==> src/hdl/ssp_pkg.sv <==
package ssp_pkg;

  typedef enum logic [2:0] {
    CMD_NONE    = 3'd0,
    CMD_CURRENT = 3'd1,
    CMD_VOLTS   = 3'd2,
    CMD_ON      = 3'd3,
    CMD_OFF     = 3'd4
  } cmd_t;

  typedef enum logic [1:0] {
    PH_SKIP   = 2'd0,
    PH_DIGITS = 2'd1,
    PH_DONE   = 2'd2
  } phase_t;

  typedef struct packed {
    cmd_t               command_code;
    logic               volts_write;
    logic signed [15:0] volts_value;
    logic               current_write;
    logic signed [15:0] current_value;
    logic               output_enabled;
  } result_t;

  localparam logic [7:0] CH_NUL   = 8'h00;
  localparam logic [7:0] CH_TAB   = 8'h09;
  localparam logic [7:0] CH_CR    = 8'h0D;
  localparam logic [7:0] CH_SPACE = 8'h20;
  localparam logic [7:0] CH_PLUS  = 8'h2B;
  localparam logic [7:0] CH_MINUS = 8'h2D;
  localparam logic [7:0] CH_ZERO  = 8'h30;
  localparam logic [7:0] CH_NINE  = 8'h39;
  localparam logic [7:0] CH_COLON = 8'h3A;
  localparam logic [7:0] CH_UC_C  = 8'h43;
  localparam logic [7:0] CH_UC_V  = 8'h56;
  localparam logic [7:0] CH_UC_N  = 8'h4E;
  localparam logic [7:0] CH_UC_F  = 8'h46;
  localparam logic [7:0] CH_LC_C  = 8'h63;
  localparam logic [7:0] CH_LC_V  = 8'h76;
  localparam logic [7:0] CH_LC_N  = 8'h6E;
  localparam logic [7:0] CH_LC_F  = 8'h66;

endpackage

==> src/hdl/ssp_if.sv <==
interface ssp_byte_if;
  logic       valid;
  logic       ready;
  logic [7:0] rx_byte;

  modport source (output valid, output rx_byte, input ready);
  modport sink (input valid, input rx_byte, output ready);
endinterface

interface ssp_result_if;
  logic               valid;
  logic               ready;
  logic [2:0]         command_code;
  logic               volts_write;
  logic signed [15:0] volts_value;
  logic               current_write;
  logic signed [15:0] current_value;
  logic               output_enabled;

  modport source (output valid, output command_code, output volts_write,
                  output volts_value, output current_write, output current_value,
                  output output_enabled, input ready);
  modport sink (input valid, input command_code, input volts_write,
                input volts_value, input current_write, input current_value,
                input output_enabled, output ready);
endinterface

==> src/hdl/ssp_in_stage.sv <==
// Input register: holds one received byte until the parser takes it.
module ssp_in_stage (
  input  logic        clk,
  input  logic        rst,
  ssp_byte_if.sink    rx,
  input  logic        take,
  output logic        held_valid,
  output logic [7:0]  held_byte
);

  assign rx.ready = !held_valid || take;

  always_ff @(posedge clk) begin
    if (rst) begin
      held_valid <= 1'b0;
    end else if (rx.ready) begin
      held_valid <= rx.valid;
    end
  end

  always_ff @(posedge clk) begin
    if (rx.valid && rx.ready) begin
      held_byte <= rx.rx_byte;
    end
  end

endmodule

==> src/hdl/ssp_line_parser.sv <==
// Line state, atoi-style number scan and command decode.
// State moves on step; a carriage return yields the result combinationally.
module ssp_line_parser #(
  parameter int LINE_MAX = 80
) (
  input  logic             clk,
  input  logic             rst,
  input  logic             step,
  input  logic [7:0]       ch,
  output logic             is_cr,
  output ssp_pkg::result_t result
);

  localparam int LEN_W = $clog2(LINE_MAX);
  localparam logic [LEN_W-1:0] LEN_LAST = LEN_W'(LINE_MAX - 1);

  logic [LEN_W-1:0]  line_length, line_length_next;
  logic              text_ended, text_ended_next;
  logic [7:0]        command_char, command_char_next;
  logic              have_command_char, have_command_char_next;
  ssp_pkg::phase_t   number_phase, number_phase_next;
  logic              number_negative, number_negative_next;
  logic [15:0]       number_accumulator, number_accumulator_next;
  logic [15:0]       volts_setpoint, volts_setpoint_next;
  logic [15:0]       current_setpoint, current_setpoint_next;
  logic              output_on, output_on_next;

  logic              is_digit, is_space, is_sign;
  logic [15:0]       value;
  logic [15:0]       acc_times_ten;

  assign is_cr    = (ch == ssp_pkg::CH_CR);
  assign is_digit = (ch >= ssp_pkg::CH_ZERO) && (ch <= ssp_pkg::CH_NINE);
  assign is_space = ((ch >= ssp_pkg::CH_TAB) && (ch <= ssp_pkg::CH_CR)) ||
                    (ch == ssp_pkg::CH_SPACE);
  assign is_sign  = (ch == ssp_pkg::CH_PLUS) || (ch == ssp_pkg::CH_MINUS);
  // x*10 = x*8 + x*2, wraps mod 2^16
  assign acc_times_ten = {number_accumulator[12:0], 3'b000} +
                         {number_accumulator[14:0], 1'b0};
  assign value = number_negative ? (16'd0 - number_accumulator) : number_accumulator;

  always_comb begin
    line_length_next        = line_length;
    text_ended_next         = text_ended;
    command_char_next       = command_char;
    have_command_char_next  = have_command_char;
    number_phase_next       = number_phase;
    number_negative_next    = number_negative;
    number_accumulator_next = number_accumulator;
    volts_setpoint_next     = volts_setpoint;
    current_setpoint_next   = current_setpoint;
    output_on_next          = output_on;

    result = '{command_code:   ssp_pkg::CMD_NONE,
               volts_write:    1'b0,
               volts_value:    16'sd0,
               current_write:  1'b0,
               current_value:  16'sd0,
               output_enabled: output_on};

    if (!is_cr) begin
      if (line_length != LEN_LAST) begin
        line_length_next = line_length + 1'b1;
        if (!text_ended) begin
          if (ch == ssp_pkg::CH_NUL) begin
            text_ended_next = 1'b1;
          end else if (ch == ssp_pkg::CH_COLON) begin
            command_char_next       = 8'd0;
            have_command_char_next  = 1'b0;
            number_phase_next       = ssp_pkg::PH_SKIP;
            number_negative_next    = 1'b0;
            number_accumulator_next = 16'd0;
          end else if (!have_command_char) begin
            command_char_next      = ch;
            have_command_char_next = 1'b1;
          end else if (number_phase == ssp_pkg::PH_SKIP && is_space) begin
            // leading whitespace: nothing to do
          end else if (number_phase == ssp_pkg::PH_SKIP && is_sign) begin
            number_negative_next = (ch == ssp_pkg::CH_MINUS);
            number_phase_next    = ssp_pkg::PH_DIGITS;
          end else if (number_phase != ssp_pkg::PH_DONE && is_digit) begin
            number_accumulator_next = acc_times_ten + {12'd0, ch[3:0]};
            number_phase_next       = ssp_pkg::PH_DIGITS;
          end else begin
            number_phase_next = ssp_pkg::PH_DONE;
          end
        end
      end
    end else begin
      if (have_command_char) begin
        case (command_char)
          ssp_pkg::CH_UC_C, ssp_pkg::CH_LC_C: begin
            result.command_code   = ssp_pkg::CMD_CURRENT;
            current_setpoint_next = value;
            if (output_on) begin
              result.current_write = 1'b1;
              result.current_value = value;
            end
          end
          ssp_pkg::CH_UC_V, ssp_pkg::CH_LC_V: begin
            result.command_code = ssp_pkg::CMD_VOLTS;
            volts_setpoint_next = value;
            if (output_on) begin
              result.volts_write = 1'b1;
              result.volts_value = value;
            end
          end
          ssp_pkg::CH_UC_N, ssp_pkg::CH_LC_N: begin
            result.command_code  = ssp_pkg::CMD_ON;
            output_on_next       = 1'b1;
            result.volts_write   = 1'b1;
            result.volts_value   = volts_setpoint;
            result.current_write = 1'b1;
            result.current_value = current_setpoint;
          end
          ssp_pkg::CH_UC_F, ssp_pkg::CH_LC_F: begin
            result.command_code  = ssp_pkg::CMD_OFF;
            output_on_next       = 1'b0;
            result.volts_write   = 1'b1;
            result.current_write = 1'b1;
          end
          default: begin
          end
        endcase
      end
      result.output_enabled   = output_on_next;
      line_length_next        = '0;
      text_ended_next         = 1'b0;
      command_char_next       = 8'd0;
      have_command_char_next  = 1'b0;
      number_phase_next       = ssp_pkg::PH_SKIP;
      number_negative_next    = 1'b0;
      number_accumulator_next = 16'd0;
    end
  end

  always_ff @(posedge clk) begin
    if (rst) begin
      line_length        <= '0;
      text_ended         <= 1'b0;
      command_char       <= 8'd0;
      have_command_char  <= 1'b0;
      number_phase       <= ssp_pkg::PH_SKIP;
      number_negative    <= 1'b0;
      number_accumulator <= 16'd0;
      volts_setpoint     <= 16'd0;
      current_setpoint   <= 16'd0;
      output_on          <= 1'b0;
    end else if (step) begin
      line_length        <= line_length_next;
      text_ended         <= text_ended_next;
      command_char       <= command_char_next;
      have_command_char  <= have_command_char_next;
      number_phase       <= number_phase_next;
      number_negative    <= number_negative_next;
      number_accumulator <= number_accumulator_next;
      volts_setpoint     <= volts_setpoint_next;
      current_setpoint   <= current_setpoint_next;
      output_on          <= output_on_next;
    end
  end

endmodule

==> src/hdl/ssp_out_stage.sv <==
// Result register toward the sink.
module ssp_out_stage (
  input  logic             clk,
  input  logic             rst,
  input  logic             push,
  input  ssp_pkg::result_t push_result,
  output logic             free,
  ssp_result_if.source     res
);

  logic             valid;
  ssp_pkg::result_t data;

  assign free = !valid || res.ready;

  always_ff @(posedge clk) begin
    if (rst) begin
      valid <= 1'b0;
    end else if (push) begin
      valid <= 1'b1;
    end else if (res.ready) begin
      valid <= 1'b0;
    end
  end

  always_ff @(posedge clk) begin
    if (push) begin
      data <= push_result;
    end
  end

  assign res.valid          = valid;
  assign res.command_code   = data.command_code;
  assign res.volts_write    = data.volts_write;
  assign res.volts_value    = data.volts_value;
  assign res.current_write  = data.current_write;
  assign res.current_value  = data.current_value;
  assign res.output_enabled = data.output_enabled;

endmodule

==> src/hdl/serial_setpoint_command_parser_unit.sv <==
// Serial setpoint command parser. Feed received characters one per transaction
// on rx; every carriage return produces exactly one result transaction on res,
// all other characters produce none. Only the text after the last colon of a
// line counts, and a zero byte ends that text. Its first character selects the
// command (case-insensitive): C sets the current setpoint, V the voltage
// setpoint, N turns the output on, F turns it off, anything else is no command
// (code 0, nothing written). C and V take an atoi-style number from the rest of
// the text (leading whitespace, optional sign, decimal digits, 16-bit wrap);
// the setpoint is always stored but the DAC is only written while the output is
// on. N writes both DACs with the stored setpoints, F writes both with zero.
// Characters beyond LINE_MAX-1 in a line are dropped. Throughput is one
// character per clock while res does not stall: the byte sits in an input
// register, the line state is updated by a single short pass of logic, and a
// carriage-return result lands in a result register, so a result passes
// through the input register and then the result register before it is valid
// on res. A stall on res blocks only when a carriage return waits for the
// full result register; the input stalls behind it until the result is
// taken, and all other characters keep flowing.
module serial_setpoint_command_parser_unit #(
  parameter int LINE_MAX = 80
) (
  input  logic         clk,
  input  logic         rst,
  ssp_byte_if.sink     rx,
  ssp_result_if.source res
);

  logic             held_valid;
  logic [7:0]       held_byte;
  logic             is_cr;
  logic             out_free;
  logic             step;
  ssp_pkg::result_t line_result;

  // A held byte moves on unless it is a carriage return and the result
  // register cannot take its transaction this cycle.
  assign step = held_valid && (!is_cr || out_free);

  ssp_in_stage u_in (
    .clk        (clk),
    .rst        (rst),
    .rx         (rx),
    .take       (step),
    .held_valid (held_valid),
    .held_byte  (held_byte)
  );

  ssp_line_parser #(
    .LINE_MAX (LINE_MAX)
  ) u_parser (
    .clk    (clk),
    .rst    (rst),
    .step   (step),
    .ch     (held_byte),
    .is_cr  (is_cr),
    .result (line_result)
  );

  ssp_out_stage u_out (
    .clk         (clk),
    .rst         (rst),
    .push        (step && is_cr),
    .push_result (line_result),
    .free        (out_free),
    .res         (res)
  );

endmodule

==> src/flat_wrapper.sv <==
// flat-port wrapper written by rule: the top's interface ports become plain ports
module serial_setpoint_command_parser_unit_flat 
#(
  parameter int LINE_MAX = 80
)
  (clk, rst, rx_valid, rx_rx_byte, rx_ready, res_valid, res_command_code, res_volts_write, res_volts_value, res_current_write, res_current_value, res_output_enabled, res_ready);
  ssp_byte_if rx_i ();
  ssp_result_if res_i ();
  input  logic clk;
  input  logic rst;
  input wire logic [$bits(rx_i.valid)-1:0] rx_valid;
  input wire logic [$bits(rx_i.rx_byte)-1:0] rx_rx_byte;
  output wire logic [$bits(rx_i.ready)-1:0] rx_ready;
  output wire logic [$bits(res_i.valid)-1:0] res_valid;
  output wire logic [$bits(res_i.command_code)-1:0] res_command_code;
  output wire logic [$bits(res_i.volts_write)-1:0] res_volts_write;
  output wire logic [$bits(res_i.volts_value)-1:0] res_volts_value;
  output wire logic [$bits(res_i.current_write)-1:0] res_current_write;
  output wire logic [$bits(res_i.current_value)-1:0] res_current_value;
  output wire logic [$bits(res_i.output_enabled)-1:0] res_output_enabled;
  input wire logic [$bits(res_i.ready)-1:0] res_ready;
  assign rx_i.valid = rx_valid;
  assign rx_i.rx_byte = rx_rx_byte;
  assign rx_ready = rx_i.ready;
  assign res_valid = res_i.valid;
  assign res_command_code = res_i.command_code;
  assign res_volts_write = res_i.volts_write;
  assign res_volts_value = res_i.volts_value;
  assign res_current_write = res_i.current_write;
  assign res_current_value = res_i.current_value;
  assign res_output_enabled = res_i.output_enabled;
  assign res_i.ready = res_ready;
  serial_setpoint_command_parser_unit #(.LINE_MAX(LINE_MAX)) u_core (.clk(clk), .rst(rst), .rx(rx_i), .res(res_i));
endmodule
==> config.mk <==
export PLATFORM = sky130hd
export DESIGN_NAME = serial_setpoint_command_parser_unit_flat
export DESIGN_NICKNAME = d
export VERILOG_FILES = /design/src/hdl/ssp_pkg.sv /design/src/hdl/ssp_if.sv /design/src/hdl/ssp_in_stage.sv /design/src/hdl/ssp_line_parser.sv /design/src/hdl/ssp_out_stage.sv /design/src/hdl/serial_setpoint_command_parser_unit.sv /design/src/flat_wrapper.sv
export SDC_FILE = /design/constraint.sdc
export NUM_CORES = 1
export LEC_CHECK = 0
export BUFFER_PORTS_ARGS = -buffer_cell sky130_fd_sc_hd__buf_2
export CAP_MARGIN = 20
export CORE_UTILIZATION = 60
export DETAILED_ROUTE_END_ITERATION = 8
export PLACE_DENSITY = 0.89
export SLEW_MARGIN = 20
export SYNTH_ARGS = -nofsm -noshare
export SYNTH_HDL_FRONTEND = slang
export SYNTH_SLANG_ARGS = --single-unit
==> constraint.sdc <==
create_clock -name clk -period 3.5 [get_ports clk]
set_input_delay 0.7 -clock clk [delete_from_list [all_inputs] [get_ports clk]]
set_output_delay 0.7 -clock clk [all_outputs]
set_load 0.02 [all_outputs]
==> flow_summary.toml <==
[status]
status = "complete, no violations"

[synthesis]
netlist.area_leader.share_pct = 23.2
postSynthNetCount = 661
synth_cell_type_count = 67
synthesis.yosys.warnings = 0
synthTopCellsByCount = "94 x nor2_1, 70 x dfxtp_1, 55 x nand2_1"
yosys_register_bits = 116
synth_cells = 619
netlist_area_um2 = 6040
synth_largest_area_cell = "dfxtp_1"
synth.top_cells.by_area = "dfxtp_1 23%, edfxtp_1 23%, nor2_1 5.8%"
syn_avg_cell_area_um2 = 9.77
synth_edf_count = 46
synth_most_common_cell = "nor2_1"
ys_async_rst_share_pct = 0
synth_seq_area_share_pct = 46.0
synth_top_flop_cell = "dfxtp_1"

[critical_path]
type_of_the_worst_setup_path = "reg2reg"
cp_max_fo = 12
worstPathCellList = "inv_1, fa_1, inv_1, fa_1, a211oi_1, o21ai_0, a31o_2, a21oi_1, xor2_1, o2bb2ai_1"
arrival_ps = 3630
worst_path_largest_cell_delay_ps = 570
timing.critical_path.from_type = "flip-flop"
slowest_stage = "edfxtp_1"
critical_path.endpoint_type = "flip-flop"
critPathBufInv = 2
cpLargestDelayFamily = "compound AO/OA/AOI/OAI gates"
cp_data_required_time_ps = 3900

[routing]
via_count = 5056
avgViaCountPerCell = 6.23
routed_wirelength_um = 13900
routedWlPerCell_um = 17.1
dr.first_iter.drc_count = 399
detail-route-antenna-nets = 0
detail_route.drc_violations = 0
first_pass_iters = 8

[sta]
period_needed_ps = 3230
hold_violations = 0
setup_viol = 0
unrepaired_setup_endpoints_after_global_routing = "no"
final_min_period_over_clock_period_pct = 92.2
slew_viol_final = 0
fmaxAchievable_mhz = 310
aggregate_negative_setup_slack_ps = 0
tightestPinTransition_ps = 1180
timing.max_slew.rel_slack_pct = 21.2
timing.clock.skew_ps = 9.22
fin_worst_hold_slack_ps = 353

[placement]
io_buffers = 51
rd_place_congestion = 0.925
dp_hpwl_um = 8880

[pwr]
netSwitchingPower_uw = 711
power.share.clock_pct = 52.3
seqPwrFrac_pct = 44.9
power_density_nw_per_um2 = 460
internal-power_uw = 2500
power.switching_fraction_pct = 22.1
power_frac_comb_pct = 2.8
maximum_vdd_ir_drop_mv = 0.362
p_leak_uw = 0.00262

[die]
core-area_um2 = 9770
die_w_um = 102
chipHeight_um = 102
std_cell_rows = 36
die-area_um2 = 10500
initial_utilization_pct = 61.8
num_io_pins = 52

[layout]
layout-area-overhead-vs-synth_pct = 15.5
post_route_cells_drive_above_1_share_pct = 17.7
antenna-diode-count = 0
finish.net_count = 708

[global_routing]
antenna_violations_before_repair = 0
grt_util_all_layers_pct = 28.1
global_route_overflow = 0
grt_pass1_wl_um = 22600
first_global_vias = 4762
grt_start_max_net_pins = 40

[cts]
numCtsBuffers = 17
cell_chosen_for_the_clock_root = "clkbuf_8"
max-clock-path-buffers = 2
worst_skew_pair.late_latency_ps = 520
cts_tree = "built"
cts_htree_levels = 4
path_clk_slew_ps = 60
cts_setup_buffers = 0
post_cts_resized = 0
cts_hold_buf = 0
tritoncts_num_sinks = 116

[job]
drv_cap = 0

[worst_hold_path]
worstHoldPathType = "in2reg"
[flip-flops by register name (all words and copies together), names as in the netlist]
name and count:
u_core.u_out.res.current_value 16, u_core.u_out.res.volts_value 16, u_core.u_parser.current_setpoint 16, u_core.u_parser.number_accumulator 16, u_core.u_parser.volts_setpoint 16, u_core.u_in.held_byte 8
u_core.u_parser.command_char 7, u_core.u_parser.line_length 7, u_core.u_out.res.command_code 3, u_core.u_parser.number_phase 2, u_core.u_in.held_valid 1, u_core.u_out.res.current_write 1
u_core.u_out.res.output_enabled 1, u_core.u_out.res.valid 1, u_core.u_out.res.volts_write 1, u_core.u_parser.have_command_char 1, u_core.u_parser.number_negative 1, u_core.u_parser.output_on 1
u_core.u_parser.text_ended 1
[cells by family (layout without fill, tap and decap cells)]
family / Yosys count / after routing / share of synthesized area (%)
muxes: 13 / 13 / 2.17
AOI/OAI and AO/OA: 150 / 150 / 18.3
xor gates and xnor gates: 39 / 39 / 5.65
DFF: 116 / 116 / 46.0
adders and majority gates: 30 / 30 / 6.46
buffers and inverters: 47 / 107 / 3.39
and+or+nand+nor: 224 / 224 / 18.0
[metal layers]
metal	routed length, um	up-vias	global-route usage [%]
met3	1040	49	6.29
met5	0	-	0
li1	-	2354	-
met2	6950	284	49.6
met1	5560	2369	33.0
met4	353	0	11.6
[per-stage QoR]
stage / instance area, um2 / util [%] / instances / total power, uW / worst slack (ps)
2_1_floorplan: 6040 / - / 619 / 1530 / 296
3_3_place_gp: 6390 / 65.4 / 780 / 1550 / 439
3_5_place_dp: 6390 / 65.4 / 780 / 1550 / 363
4_1_cts: 6970 / 71.3 / 812 / 3210 / 285
6_report: 6980 / 71.4 / 812 / 3210 / 271
5_1_grt: 6980 / 71.4 / 812 / 3290 / 97.3
[cell type report]
class                           instances  area [um2]
Multi-Input combinational cell        456        3080
Clock inverter                         12         130
Clock buffer                           20         447
Inverter                               15        56.3
Timing Repair Buffer                   60         323
Sequential cell                       116        2780
Tap cell                              133         166
Fill cell                             673        2790
[power groups by stage]
stage | Clock (uW) | Combinational, uW | Sequential [uW]
2_1_floorplan | 0 | 72.5 | 1460
3_3_place_gp | 0 | 82.2 | 1470
3_5_place_dp | 0 | 85.4 | 1470
4_1_cts | 1680 | 87.6 | 1440
5_1_grt | 1750 | 101 | 1440
6_report | 1680 | 91.5 | 1440
[cells in the final DEF, fill, tap and decap left out, types with 12 or more instances in the layout]
cell type / netlist / layout
xor2_1: 18 / 18
a21oi_1: 39 / 39
a22oi_1: 32 / 32
dfxtp_1: 70 / 70
edfxtp_1: 46 / 46
o21ai_0: 17 / 17
clkbuf_16: 0 / 17
xnor2_1: 21 / 21
mux2i_1: 12 / 12
ha_1: 28 / 28
nand2_1: 55 / 55
inv_1: 15 / 15
buf_2: 2 / 51
nand3_1: 18 / 18
nor2_1: 94 / 93
[worst paths after layout]
| kind | slack (ps) | cells past startpoint | endpoint | from |
|---|---|---|---|---|
| max reg2reg | 270 | 10 | u_core.u_parser.number_accumulator[14]$_SDFFE_PP0P_ | u_core.u_in.held_byte[3]$_DFFE_PP_ |
| min | 350 | 1 | u_core.u_in.held_byte[7]$_DFFE_PP_ | rx_rx_byte[7] |
| max | 270 | 10 | u_core.u_parser.number_accumulator[14]$_SDFFE_PP0P_ | u_core.u_in.held_byte[3]$_DFFE_PP_ |
| min reg2reg | 460 | 2 | u_core.u_parser.current_setpoint[13]$_SDFFE_PP0P_ | u_core.u_parser.current_setpoint[13]$_SDFFE_PP0P_ |
No activity file was read; power rests on OpenSTA's default activity.
